File: src/rtl/c39_pkg.sv
// Shared types, pattern table and character lookup for the Code 39 encoder.
package c39_pkg;

	localparam int          NumElems  = 9;
	localparam logic [5:0]  StarIndex = 6'd43;

	// Configuration register byte addresses.
	localparam logic [1:0]  AddrWide  = 2'd0;

	typedef struct packed {
		logic [7:0] char_code;
		logic       first_char;
		logic       last_char;
	} char_t;

	typedef struct packed {
		logic module_bit;
		logic run_end;
		logic message_end;
		logic bad_char;
	} mod_t;

	typedef struct packed {
		logic                load;
		logic [NumElems-1:0] mask;
		logic                gap;
		logic [1:0]          wide;
	} shf_ctl_t;

	typedef struct packed {
		logic busy;
		logic bit_val;
		logic last;
	} shf_stat_t;

	typedef struct packed {
		logic       valid;
		logic [5:0] idx;
	} lookup_t;

	// Wide-element mask of each symbol: bit 0 is the first element.
	function automatic logic [NumElems-1:0] pattern_mask(input logic [5:0] idx);
		logic [NumElems-1:0] m;
		case (idx)
			6'd0:  m = 9'b001011000;
			6'd1:  m = 9'b100001001;
			6'd2:  m = 9'b100001100;
			6'd3:  m = 9'b000001101;
			6'd4:  m = 9'b100011000;
			6'd5:  m = 9'b000011001;
			6'd6:  m = 9'b000011100;
			6'd7:  m = 9'b101001000;
			6'd8:  m = 9'b001001001;
			6'd9:  m = 9'b001001100;
			6'd10: m = 9'b100100001;
			6'd11: m = 9'b100100100;
			6'd12: m = 9'b000100101;
			6'd13: m = 9'b100110000;
			6'd14: m = 9'b000110001;
			6'd15: m = 9'b000110100;
			6'd16: m = 9'b101100000;
			6'd17: m = 9'b001100001;
			6'd18: m = 9'b001100100;
			6'd19: m = 9'b001110000;
			6'd20: m = 9'b110000001;
			6'd21: m = 9'b110000100;
			6'd22: m = 9'b010000101;
			6'd23: m = 9'b110010000;
			6'd24: m = 9'b010010001;
			6'd25: m = 9'b010010100;
			6'd26: m = 9'b111000000;
			6'd27: m = 9'b011000001;
			6'd28: m = 9'b011000100;
			6'd29: m = 9'b011010000;
			6'd30: m = 9'b100000011;
			6'd31: m = 9'b100000110;
			6'd32: m = 9'b000000111;
			6'd33: m = 9'b100010010;
			6'd34: m = 9'b000010011;
			6'd35: m = 9'b000010110;
			6'd36: m = 9'b101000010;
			6'd37: m = 9'b001000011;
			6'd38: m = 9'b001000110;
			6'd39: m = 9'b000101010;
			6'd40: m = 9'b010001010;
			6'd41: m = 9'b010100010;
			6'd42: m = 9'b010101000;
			6'd43: m = 9'b001010010;
			default: m = '0;
		endcase
		return m;
	endfunction

	// Map an ASCII code to its symbol index; lower case folds to upper case.
	function automatic lookup_t char_lookup(input logic [7:0] c);
		lookup_t r;
		r.valid = 1'b1;
		r.idx   = '0;
		case (c) inside
			[8'h30:8'h39]: r.idx = 6'(c - 8'h30);
			[8'h41:8'h5A]: r.idx = 6'(c - 8'h37);
			[8'h61:8'h7A]: r.idx = 6'(c - 8'h57);
			8'h2D:         r.idx = 6'd36;
			8'h2E:         r.idx = 6'd37;
			8'h20:         r.idx = 6'd38;
			8'h24:         r.idx = 6'd39;
			8'h2F:         r.idx = 6'd40;
			8'h2B:         r.idx = 6'd41;
			8'h25:         r.idx = 6'd42;
			default:       r.valid = 1'b0;
		endcase
		return r;
	endfunction

endpackage

File: src/rtl/code39_barcode_encoder.sv
// Top level of the Code 39 encoder: character intake, sequencing and module output.
//
// Usage:
//   Characters enter on the char channel (char_valid / char_stall / char_data);
//   first_char prepends the start symbol and its gap, last_char appends the
//   stop symbol, which ends without a gap. Modules leave on the mod channel,
//   one transaction per module: 1 is bar, 0 is space. run_end flags the last
//   module of a character's transaction group, message_end the last stop module.
//   An invalid character yields one bad_char transaction and poisons the
//   message until the next first_char; while poisoned, every character yields
//   one bad_char transaction and nothing else.
//   A character is loaded into the element shifter when its transaction is
//   accepted, and each module then passes through the output register. The
//   element shifter issues one module per cycle while the output is not
//   stalled. char_stall stays high while a character is in progress; the next
//   character is accepted as soon as the last module (or the bad_char result)
//   sits in the output register. A stalled output holds its module and freezes
//   the shifter.
//   Reset clears the output valid, the poisoned flag and sets wide_modules to 3.
//   wide_modules (APB address 0) values 0 and 1 act as 2.
module code39_barcode_encoder import c39_pkg::*; (
	input  logic        clk,
	input  logic        arst_n,
	input  logic        char_valid,
	output logic        char_stall,
	input  char_t       char_data,
	output logic        mod_valid,
	input  logic        mod_stall,
	output mod_t        mod_data,
	input  logic        psel,
	input  logic        penable,
	input  logic        pwrite,
	input  logic [1:0]  paddr,
	input  logic [31:0] pwdata,
	output logic [31:0] prdata,
	output logic        pready
);

	typedef enum logic [2:0] {
		S_IDLE,
		S_START,
		S_CHAR,
		S_STOP,
		S_ERR
	} state_t;

	state_t     state_q;
	logic [1:0] wide_q;
	logic       bad_q;
	logic [5:0] idx_q;
	logic       last_q;
	logic       mod_valid_q;
	mod_t       mod_q;

	lookup_t    lk;
	logic       accept;
	logic       bad_next;
	logic       out_free;
	logic       step;
	logic       run_end;
	logic [1:0] wide_eff;
	shf_ctl_t   ld;
	shf_stat_t  shf;

	// Configuration port: always ready, single register.
	assign pready = 1'b1;
	assign prdata = (paddr == AddrWide) ? {30'd0, wide_q} : 32'd0;

	// Accept a character only when no sequence is running.
	assign char_stall = (state_q != S_IDLE);
	assign accept     = char_valid && !char_stall;
	assign lk         = char_lookup(char_data.char_code);
	assign bad_next   = (bad_q && !char_data.first_char) || !lk.valid;

	// Advance the shifter whenever the output register can take a module.
	assign out_free = !mod_valid_q || !mod_stall;
	assign step     = shf.busy && out_free;
	assign run_end  = shf.last && ((state_q == S_CHAR && !last_q) || state_q == S_STOP);
	assign wide_eff = wide_q[1] ? wide_q : 2'd2;

	// Shifter load: on intake, and chained at the end of each symbol.
	always_comb begin
		ld      = '0;
		ld.wide = wide_eff;
		if (accept && !bad_next) begin
			ld.load = 1'b1;
			ld.gap  = 1'b1;
			ld.mask = char_data.first_char ? pattern_mask(StarIndex) : pattern_mask(lk.idx);
		end else if (step && shf.last) begin
			case (state_q)
				S_START: begin
					ld.load = 1'b1;
					ld.gap  = 1'b1;
					ld.mask = pattern_mask(idx_q);
				end
				S_CHAR: begin
					ld.load = last_q;
					ld.gap  = 1'b0;
					ld.mask = pattern_mask(StarIndex);
				end
				default: ld.load = 1'b0;
			endcase
		end
	end

	c39_elem_shifter u_shifter (
		.clk    (clk),
		.arst_n (arst_n),
		.ctl    (ld),
		.step   (step),
		.stat   (shf)
	);

	always_ff @(posedge clk or negedge arst_n) begin
		if (!arst_n) begin
			state_q     <= S_IDLE;
			wide_q      <= 2'd3;
			bad_q       <= 1'b0;
			idx_q       <= '0;
			last_q      <= 1'b0;
			mod_valid_q <= 1'b0;
			mod_q       <= '0;
		end else begin
			if (psel && penable && pwrite && paddr == AddrWide) begin
				wide_q <= pwdata[1:0];
			end

			// Output register: load a module, an error result, or drop a taken one.
			if (step) begin
				mod_valid_q       <= 1'b1;
				mod_q.module_bit  <= shf.bit_val;
				mod_q.run_end     <= run_end;
				mod_q.message_end <= shf.last && state_q == S_STOP;
				mod_q.bad_char    <= 1'b0;
			end else if (state_q == S_ERR && out_free) begin
				mod_valid_q       <= 1'b1;
				mod_q.module_bit  <= 1'b0;
				mod_q.run_end     <= 1'b1;
				mod_q.message_end <= 1'b0;
				mod_q.bad_char    <= 1'b1;
			end else if (mod_valid_q && !mod_stall) begin
				mod_valid_q <= 1'b0;
			end

			case (state_q)
				S_IDLE: begin
					if (accept) begin
						bad_q  <= bad_next;
						idx_q  <= lk.idx;
						last_q <= char_data.last_char;
						if (bad_next) begin
							state_q <= S_ERR;
						end else if (char_data.first_char) begin
							state_q <= S_START;
						end else begin
							state_q <= S_CHAR;
						end
					end
				end
				S_START: begin
					if (step && shf.last) begin
						state_q <= S_CHAR;
					end
				end
				S_CHAR: begin
					if (step && shf.last) begin
						state_q <= last_q ? S_STOP : S_IDLE;
					end
				end
				S_STOP: begin
					if (step && shf.last) begin
						state_q <= S_IDLE;
					end
				end
				S_ERR: begin
					if (out_free) begin
						state_q <= S_IDLE;
					end
				end
				default: state_q <= S_IDLE;
			endcase
		end
	end

	assign mod_valid = mod_valid_q;
	assign mod_data  = mod_q;

endmodule

File: src/rtl/c39_elem_shifter.sv
// Element shifter: walks one symbol's wide mask and emits one module per step.
module c39_elem_shifter import c39_pkg::*; (
	input  logic      clk,
	input  logic      arst_n,
	input  shf_ctl_t  ctl,
	input  logic      step,
	output shf_stat_t stat
);

	logic [NumElems-1:0] mask_q;
	logic [3:0]          elem_left_q;
	logic [1:0]          rep_q;
	logic [1:0]          wide_q;
	logic                bar_q;
	logic                gap_q;
	logic                in_gap_q;
	logic                busy_q;
	logic                elem_last;

	assign elem_last    = !mask_q[0] || (rep_q == 2'(wide_q - 2'd1));
	assign stat.busy    = busy_q;
	assign stat.bit_val = bar_q && !in_gap_q;
	assign stat.last    = in_gap_q || (!gap_q && elem_left_q == 4'd1 && elem_last);

	always_ff @(posedge clk or negedge arst_n) begin
		if (!arst_n) begin
			busy_q      <= 1'b0;
			mask_q      <= '0;
			elem_left_q <= '0;
			rep_q       <= '0;
			wide_q      <= 2'd2;
			bar_q       <= 1'b1;
			gap_q       <= 1'b0;
			in_gap_q    <= 1'b0;
		end else if (ctl.load) begin
			busy_q      <= 1'b1;
			mask_q      <= ctl.mask;
			elem_left_q <= 4'(NumElems);
			rep_q       <= '0;
			wide_q      <= ctl.wide;
			bar_q       <= 1'b1;
			gap_q       <= ctl.gap;
			in_gap_q    <= 1'b0;
		end else if (step && busy_q) begin
			if (in_gap_q) begin
				busy_q <= 1'b0;
			end else if (elem_last) begin
				if (elem_left_q == 4'd1) begin
					if (gap_q) begin
						in_gap_q <= 1'b1;
					end else begin
						busy_q <= 1'b0;
					end
				end else begin
					mask_q      <= mask_q >> 1;
					elem_left_q <= elem_left_q - 4'd1;
					bar_q       <= !bar_q;
					rep_q       <= '0;
				end
			end else begin
				rep_q <= rep_q + 2'd1;
			end
		end
	end

endmodule

File: config.mk
export PLATFORM = sky130hd
export DESIGN_NAME = code39_barcode_encoder
export DESIGN_NICKNAME = d
export VERILOG_FILES = /design/src/rtl/c39_pkg.sv /design/src/rtl/code39_barcode_encoder.sv /design/src/rtl/c39_elem_shifter.sv
export SDC_FILE = /design/constraint.sdc
export NUM_CORES = 1
export LEC_CHECK = 0
export BUFFER_PORTS_ARGS = -buffer_cell sky130_fd_sc_hd__buf_2
export CAP_MARGIN = 20
export CELL_PAD_IN_SITES_DETAIL_PLACEMENT = 2
export CELL_PAD_IN_SITES_GLOBAL_PLACEMENT = 2
export CORE_MARGIN = 5
export CORE_UTILIZATION = 32
export DETAILED_ROUTE_END_ITERATION = 16
export PLACE_DENSITY_LB_ADDON = 0.25
export SLEW_MARGIN = 20
export SYNTH_ARGS = -nofsm -noshare
export SYNTH_HDL_FRONTEND = slang
export SYNTH_SLANG_ARGS = --single-unit
File: constraint.sdc
create_clock -name clk -period 2.75 [get_ports clk]
set_input_delay 0.275 -clock clk [delete_from_list [all_inputs] [get_ports clk]]
set_output_delay 0.275 -clock clk [all_outputs]
set_load 0.01 [all_outputs]
# == Yosys cells after proc, flatten, opt, wreduce, memory -nomap -nowiden ==
# Memories as Yosys holds them, arrays and structs flattened.
# Index checks and enable logic that the tools add are counted.
# totals
out_inout_bits,39
wordCells,177
latch_bits,0
memories,2
ram_bits,0
mem_bits_ro,1152
ff_bits,39
input_bits,51
# memory_table
name,depth,word_bits,read_ports,rd_clocked_by_memory_dff,wr,line,rtl
(no name shown),64,9,1,0,0,c39_pkg.sv:44,case (idx)
(no name shown),64,9,1,0,0,c39_pkg.sv:44,
# classes
multipliers,0
shifts,0
n_mux,73
bitwise_logic,0
div,0
n_lt_le_gt_ge,6
n_reduce_logical,50
addsub,6
n_eq_ne,22
# ops
op,count
$mux 6,10
$eq 8x6->1 const B,7
$mux 9,6
$mux 1,31
$mux 4,7
$mux 11,2
$logic_and 1x1->1,20
$pmux 10 s2,1
$mux 3,6
$ge 8x7->1 const B,2
$le 8x7->1 const B,2
$mux 2,8
$pmux 3 s5,1
$reduce_bool 3->1,4
$sub 6x6->6 const B,2
$logic_not 1->1,11
$ne 2x2->1 const B,5
$ge 8x6->1 const B,1
$le 8x6->1 const B,1
$reduce_and 4->1,2
$eq 3x2->1 const B,2
$ne 3x3->1 const B,2
$reduce_bool 2->1,3
$sub 6x5->6 const B,1
15 further kinds,20

# == Depth between registers and ports, before layout ==
# Gate-level depths: netlist of run 1.
# depth
word_depth,18
ltp_mapped,16
mapped_depth_nobuf,12

# == By module ==
# From an unflattened synthesis of run 1, not the netlist that was laid out.
# hier_totals
hier_cells,555
area_unflattened_um2,4331.7
# modules_own_cells
module,n_inst,seq_area_each_um2,cells_per_inst,area_each_um2
code39_barcode_encoder,1,452.9,417,3054.2
c39_elem_shifter,1,528.0,138,1277.5

# == Worst setup path after synthesis of run 1 ==
# OpenSTA, ideal clock, no wires.
# synth_timing
kind,input to register
start,in char_data[3] in the netlist's numbering
end,reg u_shifter.mask_q[6]
slack_ns,-0.390
required_time_ns,2.629
cell_stages,13
path_buffers,1
setup_time_ns,0.121
arrival_ns,3.019
path_cell_list,clkbuf_1 inv_1 ha_1 nor4b_4 a211oi_2 o21ai_1 a311oi_4 inv_2 ha_1 nor3_1 o21ai_0 a311o_1 a22o_1
# synth_rtl
item,line,rtl
from (decl),code39_barcode_encoder.sv:26,"input char_t char_data,"
to (signal assigned),c39_elem_shifter.sv:37,mask_q <= ctl.mask;
to (signal assigned),c39_elem_shifter.sv:55,mask_q <= mask_q >> 1;
to (decl),c39_elem_shifter.sv:10,logic [NumElems-1:0] mask_q;

==> out/results.tsv, run 1 <==
metric	value	unit
fill count	1505	
CTS tree	built	
final WL	15.53	mm
Mapped Avg Cell Area	7.952	um^2
yosys warns	0	
starting density of the core	32.77	%
core footprint	0.01262	mm^2
Gate Count Post-Synth	520	
via count	4300	
register area share after synthesis	23.09	%
GP Congestion	0.8214	
total gr overflow	0	
Post-synth top cells	nand2_1 (64), a21oi_1 (40), dfrtp_1 (35), nor2_1 (34), buf_4 (33)	
Routed wire per std cell	19.66	um
Synth top area share	21.18	%
fin nets	694	
reg2reg path depth	10	
Psw	0.001953	W
DIE HEIGHT	123.7	um
vias in the first global route	4803	
drc violations	0	
CP Max Fanout	4	
VDD IR max	0.0002925	V
Pleak	2.235	nW
Sequential cell area	954.7	um^2
critical path's largest stage delay	0.41	ns
Seq pwr share	26.4	%
ant diodes	0	
placed insts	777	
worst slack at placement	-0.3621	ns
pin count of the biggest net entering global routing	39	
CTS Buf Count	5	
first drt pass iteration count	4	
Final Util	41.39	%
worst skew pair latency	0.29	ns
io pins	90	
clock root buffer	clkbuf_16	
Distinct cells, synth	79	
endpoints failing setup	0	
final hold violations	0	
highest-delay cell along the critical path	or3b_4	
H-tree level count	2	
clk sinks	38	
crit path time final	2.655	ns
Switching Share	47.40	%
worst hold-check path type	in -> async	
CTS clock-pin slew for the worst setup and hold paths	0.06	ns
Area contributors post-synth	dfrtp_1 (21%), ha_1 (7.9%), buf_4 (6.0%)	
Logic pwr share	58.9	%
Max-cap violations	0	
Final Skew	0.006550	ns
port bufs	28	
vias per cell	5.443	
Async SR Flop Fraction	100.0	%
non-filler instance count after layout	790	
area of placed instances	0.004930	mm^2
fin area	0.005224	mm^2
Top FF cell, synth	dfrtp_1	
Worst Setup Start Kind	input pin	
first-pass GRT wire length	24.62	mm
most numerous cell in the Yosys netlist	nand2_1	
fmax	0.3766	GHz
die width	123.7	um
Worst-Margin Slew	0.9386	ns
Initial DRC Count	171	
die area	0.01530	mm^2
Clock Power Share	14.7	%
share of cells above drive strength 1	29.94	%
total track usage	20.19	%
Yosys reg bits	38	
Synth-to-Final Area Change	26.32	%
crit path DAT	2.84	ns
initial antenna violation count	0	
num rows	41	
relative slew slack	37.43	%
CP cell instances	buf_4 > inv_2 > ha_4 > or3b_4 > o22ai_4 > a21oi_4 > a311oi_4 > buf_4 > ha_4 > nor2_1 > a31o_1 > o2111a_1 > o31ai_2	
area leader, netlist	dfrtp_1	
Synth Cell Area	0.004135	mm^2
endpoint class of the critical path	flip-flop	
PnR worst setup slack	0.09468	ns
pwr dens	788.9	mW/mm^2
outcome	complete, no violations	
post-DP HPWL	11.84	mm
Tcrit/Tclk final	96.56	%
Final Slew Violations	0	
maximum buffer depth of the clock tree	2	
internal power	0.002168	W
EDFF count, synth	0	
Final ANT Viol Nets	0	
required time worst endpoint	2.94	ns
crit path kind	in -> reg	
multi-input logic area	0.002984	mm^2
kinds of logic (layout without fill, tap and decap cells):
| family | Yosys count | count (layout) | synth area share (%) |
|---|---|---|---|
| buf+inv | 79 | 148 | 11.38 |
| flops | 38 | 38 | 23.09 |
| compound gates | 176 | 176 | 30.83 |
| mux | 10 | 10 | 2.542 |
| fa+ha+maj | 26 | 26 | 7.867 |
| xor+xnor | 11 | 11 | 2.330 |
| other cells | 2 | 31 | 0.1816 |
| simple gates | 178 | 178 | 21.79 |
state kept, by name, indices dropped and copies added, names as in the netlist:
signal and count:
bad_q 1, idx_q 6, last_q 1, mod_data 4
mod_valid 1, state_q 3, u_shifter.bar_q 1, u_shifter.busy_q 1
u_shifter.elem_left_q 4, u_shifter.gap_q 1, u_shifter.in_gap_q 1, u_shifter.mask_q 9
u_shifter.rep_q 2, u_shifter.wide_q 1, wide_q 2
power by group through the flow:
stage,clock network [W],registers (W),logic [W]
2_1_floorplan,0,0.00100,0.00156
3_3_place_gp,0,0.00106,0.00218
3_5_place_dp,0,0.00108,0.00233
4_1_cts,0.000612,0.00109,0.00242
5_1_grt,0.000635,0.00113,0.00266
6_report,0.000605,0.00109,0.00243
area by class of cell:
type / count / share of cell area (%)
clock inverter: 2 / 0.2395
multi-input combinational: 432 / 57.13
timing repair buffer: 122 / 16.29
inverter: 18 / 1.293
tap: 172 / 4.120
clock buffer: 6 / 2.659
sequential: 38 / 18.28
routing by layer:
metal / part of all wire, % / track usage (%)
met2: 53 / 37.61
met1: 42 / 24.05
met4: 2.0 / 6.574
met3: 2.3 / 2.089
met5: 0 / 0
cells in the final DEF (no fill, tap or decap), drive strengths merged, types with 11 or more instances in the layout:
cell and count:
a21oi 43, buf 122, conb 31, dfrtp 35, ha 26, inv 18, nand2 66, nand2b 12
nand3 11, nor2 34, nor3 12, o21ai 31, o22ai 11
stage by stage:
stage	TNS (ns)	hold slack, ns	power, W
6_report	0	0.1334	0.004121
2_1_floorplan	-0.06627	-0.02059	0.002559
4_1_cts	-0.03053	0.1615	0.004113
5_1_grt	-0.03146	0.2163	0.004427
3_5_place_dp	-2.483	0.4548	0.003417
3_3_place_gp	-1.260	0.4506	0.003237
path summary, 6_finish.rpt:
path / startpoint / to / slack [ns]
setup / recovery: char_data[6] / u_shifter.mask_q[0]$_DFFE_PN0P_ / 0.09
hold reg to reg: last_q$_DFFE_PN0P_ / last_q$_DFFE_PN0P_ / 0.50
hold / removal: arst_n / state_q[2]$_DFFE_PN0P_ / 0.13
setup reg to reg: u_shifter.elem_left_q[1]$_DFFE_PN0P_ / u_shifter.mask_q[8]$_DFFE_PN0P_ / 0.12
min in group clk: pwdata[1] / wide_q[1]$_DFFE_PN1P_ / 0.22
max in group asynchronous: arst_n / u_shifter.mask_q[2]$_DFFE_PN0P_ / 2.03
worst max-delay path: cells and delay by family:
| kind | cells | cell delay, ns |
|---|---|---|
| adders and majority gates | 2 | 0.27 |
| buffers and inverters | 3 | 0.40 |
| AOI/OAI and AO/OA | 6 | 1.44 |
| and+or+nand+nor | 2 | 0.45 |
what timing repair did:
item | in CTS | in global routing
setup endpoints to repair | 5 | 9
setup buffers | 1 | 4
gates resized for setup | 4 | 19
hold buffers | 0 | 0
pin swaps | 2 | 9
Power figures use the tool's default switching activity.
==> run 2, diff against run 1 <==
--- a/config.mk
+++ b/config.mk
@@ -5,12 +5,13 @@
 export SDC_FILE = /design/constraint.sdc
 export NUM_CORES = 1
 export LEC_CHECK = 0
+export ABC_AREA = 1
 export BUFFER_PORTS_ARGS = -buffer_cell sky130_fd_sc_hd__buf_2
 export CAP_MARGIN = 20
 export CELL_PAD_IN_SITES_DETAIL_PLACEMENT = 2
 export CELL_PAD_IN_SITES_GLOBAL_PLACEMENT = 2
 export CORE_MARGIN = 5
-export CORE_UTILIZATION = 32
+export CORE_UTILIZATION = 30
 export DETAILED_ROUTE_END_ITERATION = 16
 export PLACE_DENSITY_LB_ADDON = 0.25
 export SLEW_MARGIN = 20
==> run 2 against run 1 <==
Effect of this change: clock power is 3.6% lower; flip-flop and latch count stayed put; global-route usage is 3.8 points lower; maximum frequency is 12% higher; clock skew is 0.0015 ns lower; final cell count is 6.5% higher; synthesized area is 1.0% lower; total power is 6.4% lower; non-clock buffer count is 72 lower; largest cell class unchanged; combinational power is 7% lower; first-iteration DRC count is 48% lower; worst setup slack better by 0.28 ns.
==> out/results.tsv, run 2 <==
metric	value	unit	change
outcome	complete, no violations		unchanged
worst hold-check path type	in -> async		unchanged
Power Total	0.003859	W	was 0.004121 W
fill count	1645		was 1,505
first-pass GRT wire length	22.09	mm	was 24.62 mm
GP Congestion	0.8263		was 0.8214
clk sinks	38		unchanged
pin count of the biggest net entering global routing	39		unchanged
non-filler instance count after layout	841		was 790
drc violations	0		unchanged
io pins	90		unchanged
CP Capture Point	u_shifter.mask_q[0]$_DFFE_PN0P_		unchanged
via count	4110		was 4,300
Hold WS	0.1212	ns	was 0.1334 ns
final WL	12.89	mm	was 15.53 mm
endpoint class of the critical path	flip-flop		unchanged
relative slew slack	40.33	%	was 37.43%
most frequent cells in the layout	nand2_1 (157), inv_1 (73), nor2_1 (54), nand3_1 (47), o21ai_0 (39)		was buf_4 (96), nand2_1 (63), a21oi_1 (40), dfrtp_1 (35), nor2_1 (34)
Final Skew	0.005040	ns	was 0.006550 ns
R2R Path Start	u_shifter.elem_left_q[1]$_DFFE_PN0P_		unchanged
first drt pass iteration count	4		unchanged
final hold violations	0		unchanged
register area share after synthesis	23.32	%	was 23.09%
endpoints failing setup	0		unchanged
total track usage	16.39	%	was 20.19%
crit path kind	in -> reg		unchanged
yosys warns	0		unchanged
Area contributors post-synth	dfrtp_1 (21%), nand2_1 (14%), ha_1 (7.9%)		was dfrtp_1 (21%), ha_1 (7.9%), buf_4 (6.0%)
ant diodes	0		unchanged
port bufs	28		unchanged
VDD IR max	0.0002307	V	was 0.0002925 V
Setup Fix Bufs, Post-CTS	0		was 1
multi-input logic area	0.002574	mm^2	was 0.002984 mm^2
H-tree level count	2		unchanged
most numerous cell in the Yosys netlist	nand2_1		unchanged
Initial DRC Count	89		was 171
crit path DAT	2.55	ns	was 2.84 ns
CTS tree	built		unchanged
Final Util	34.10	%	was 41.39%
pwr dens	851.3	mW/mm^2	was 788.9 mW/mm^2
Hold-fix buffers, CTS	0		unchanged
Crit. Startpoint	char_data[3]		was char_data[6]
die area	0.01608	mm^2	was 0.01530 mm^2
Yosys reg bits	38		unchanged
Worst Setup Start Kind	input pin		unchanged
Mapped Avg Cell Area	6.571	um^2	was 7.952 um^2
Synth-to-Final Area Change	10.73	%	was 26.32%
CTS clock-pin slew for the worst setup and hold paths	0.06	ns	about the same
total gr overflow	0		unchanged
starting density of the core	30.79	%	was 32.77%
placed insts	833		was 777
Synth Cell Area	0.004094	mm^2	was 0.004135 mm^2
Largest register FFs	9		unchanged
die width	126.8	um	was 123.7 um
Worst-Margin Slew	0.8951	ns	was 0.9386 ns
reg2reg path depth	13		was 10
Top FF cell, synth	dfrtp_1		unchanged
vias in the first global route	4554		was 4,803
area leader, netlist	dfrtp_1		unchanged
Tcrit/Tclk final	86.26	%	was 96.56%
share of cells above drive strength 1	17.44	%	was 29.94%
Final ANT Viol Nets	0		unchanged
DIE HEIGHT	126.8	um	was 123.7 um
maximum buffer depth of the clock tree	2		unchanged
required time worst endpoint	2.92	ns	was 2.94 ns
Final Slew Violations	0		unchanged
Distinct cells, synth	48		was 79
clock root buffer	clkbuf_16		unchanged
Post-synth top cells	nand2_1 (157), inv_1 (73), nor2_1 (54), nand3_1 (47), o21ai_0 (39)		was nand2_1 (64), a21oi_1 (40), dfrtp_1 (35), nor2_1 (34), buf_4 (33)
most common cell after layout, fill and taps aside	nand2_1		was buf_4
Max-cap violations	0		unchanged
Gate Count Post-Synth	623		was 520
Largest regs	u_shifter.mask_q (9), idx_q (6)		unchanged
reg2reg setup slack	0.41	ns	was 0.12 ns
core footprint	0.01330	mm^2	was 0.01262 mm^2
post-DP HPWL	10.64	mm	was 11.84 mm
vias per cell	4.887		was 5.443
Sequential cell area	954.7	um^2	unchanged
Routed wire per std cell	15.32	um	was 19.66 um
worst skew pair latency	0.28	ns	was 0.29 ns
post_cts resized	0		was 4
initial antenna violation count	0		unchanged
Biggest register	u_shifter.mask_q		unchanged
Setup TNS	0	ns	unchanged
CP Max Fanout	6		was 4
Pleak	2.334	nW	was 2.235 nW
crit path time final	2.372	ns	was 2.655 ns
fin nets	741		was 694
Async SR Flop Fraction	100.0	%	unchanged
Synth top area share	21.39	%	was 21.18%
CTS Buf Count	5		unchanged
r2r endpoint	u_shifter.mask_q[3]$_DFFE_PN0P_		was u_shifter.mask_q[8]$_DFFE_PN0P_
RSZ-0062 raised after global routing	no		
EDFF count, synth	0		unchanged
num rows	42		was 41
fmax	0.4216	GHz	was 0.3766 GHz
-- run 2: cell count changes after synthesis, sizes merged, moves of 12 or more --
cell,change
o21ai,+28
nor2,+30
nand2,+109
inv,+67
nand3,+40
nand2b,-12
-- run 2: final cells by class --
class / instances / share of cell area (%)
flip-flops and latches: 38 / 21.06
clock buffers: 7 / 3.147
well taps: 176 / 4.858
multi-input cells: 482 / 56.78
clock inverters: 1 / 0.1104
repair buffers: 50 / 6.735
inverters: 87 / 7.314
-- run 2: metrics by stage --
step,worst slack [ns],instance area [um^2]
floorplan,0.5157,4203
detailed placement,0.05146,4385
finish,0.3779,4533
CTS,0.3337,4533
global route,0.04977,4533
global placement,0.1556,4385
-- run 2: worst min-delay path by stage --
stage	startpoint	to	slack, ns	cells past startpoint
6_report	arst_n	state_q[0]$_DFFE_PN0P_	0.12	1
3_3_place_gp	arst_n	state_q[0]$_DFFE_PN0P_	0.45	1
3_5_place_dp	arst_n	state_q[0]$_DFFE_PN0P_	0.45	1
2_1_floorplan	arst_n	bad_q$_DFFE_PN0P_	-0.02	0
4_1_cts	arst_n	state_q[0]$_DFFE_PN0P_	0.16	1
5_1_grt	arst_n	state_q[0]$_DFFE_PN0P_	0.21	1
-- run 2: kinds of logic (layout without fill, tap and decap cells) --
family,Yosys count,in the layout,share of synthesized area (%)
AO/OA/AOI/OAI,114,114,15.86
AND/OR/NAND/NOR,307,307,35.36
flip-flops,38,38,23.32
other,2,31,0.1834
buffers and inverters,132,145,16.47
XOR/XNOR,4,4,0.8557
adder cells (fa/ha/maj),26,26,7.946
-- run 2: worst max-delay path, stage by stage --
cell and delay [ns]:
buf_2 0.10, inv_1 0.10, ha_1 0.18, inv_1 0.10
nand3_1 0.11, nand2_1 0.06, nand2_1 0.11, nand2_4 0.10
nand2_4 0.08, nand2_1 0.05, nand2_1 0.06, nand2_1 0.08
nand2_4 0.08, inv_2 0.05, ha_1 0.24, nor2_1 0.16
nand2_1 0.10, nand3_1 0.08, nand2_1 0.05, nand2_1 0.06
nand2_1 0.05, nand2_1 0.10, nand2_1 0.06, nand2_1 0.06
nand2_1 0.04
-- run 2: per-layer routing --
layer / routed length (um) / part of all wire, % / track usage (%) / vias up
met5: 0 / 0 / 0 / -
met4: 139 / 1.1 / 3.155 / 0
met3: 216 / 1.7 / 1.345 / 10
met2: 6984 / 54 / 32.25 / 42
met1: 5544 / 43 / 19.24 / 2024
li1: - / - / - / 2034
-- run 2: where the power goes --
group | leakage (nW) | internal, W | switching [W]
Combinational | 1.79 | 0.000758 | 0.00149
Clock | 0.0739 | 0.000360 | 0.000223
Sequential | 0.469 | 0.000823 | 0.000206
Total | 2.33 | 0.00194 | 0.00192
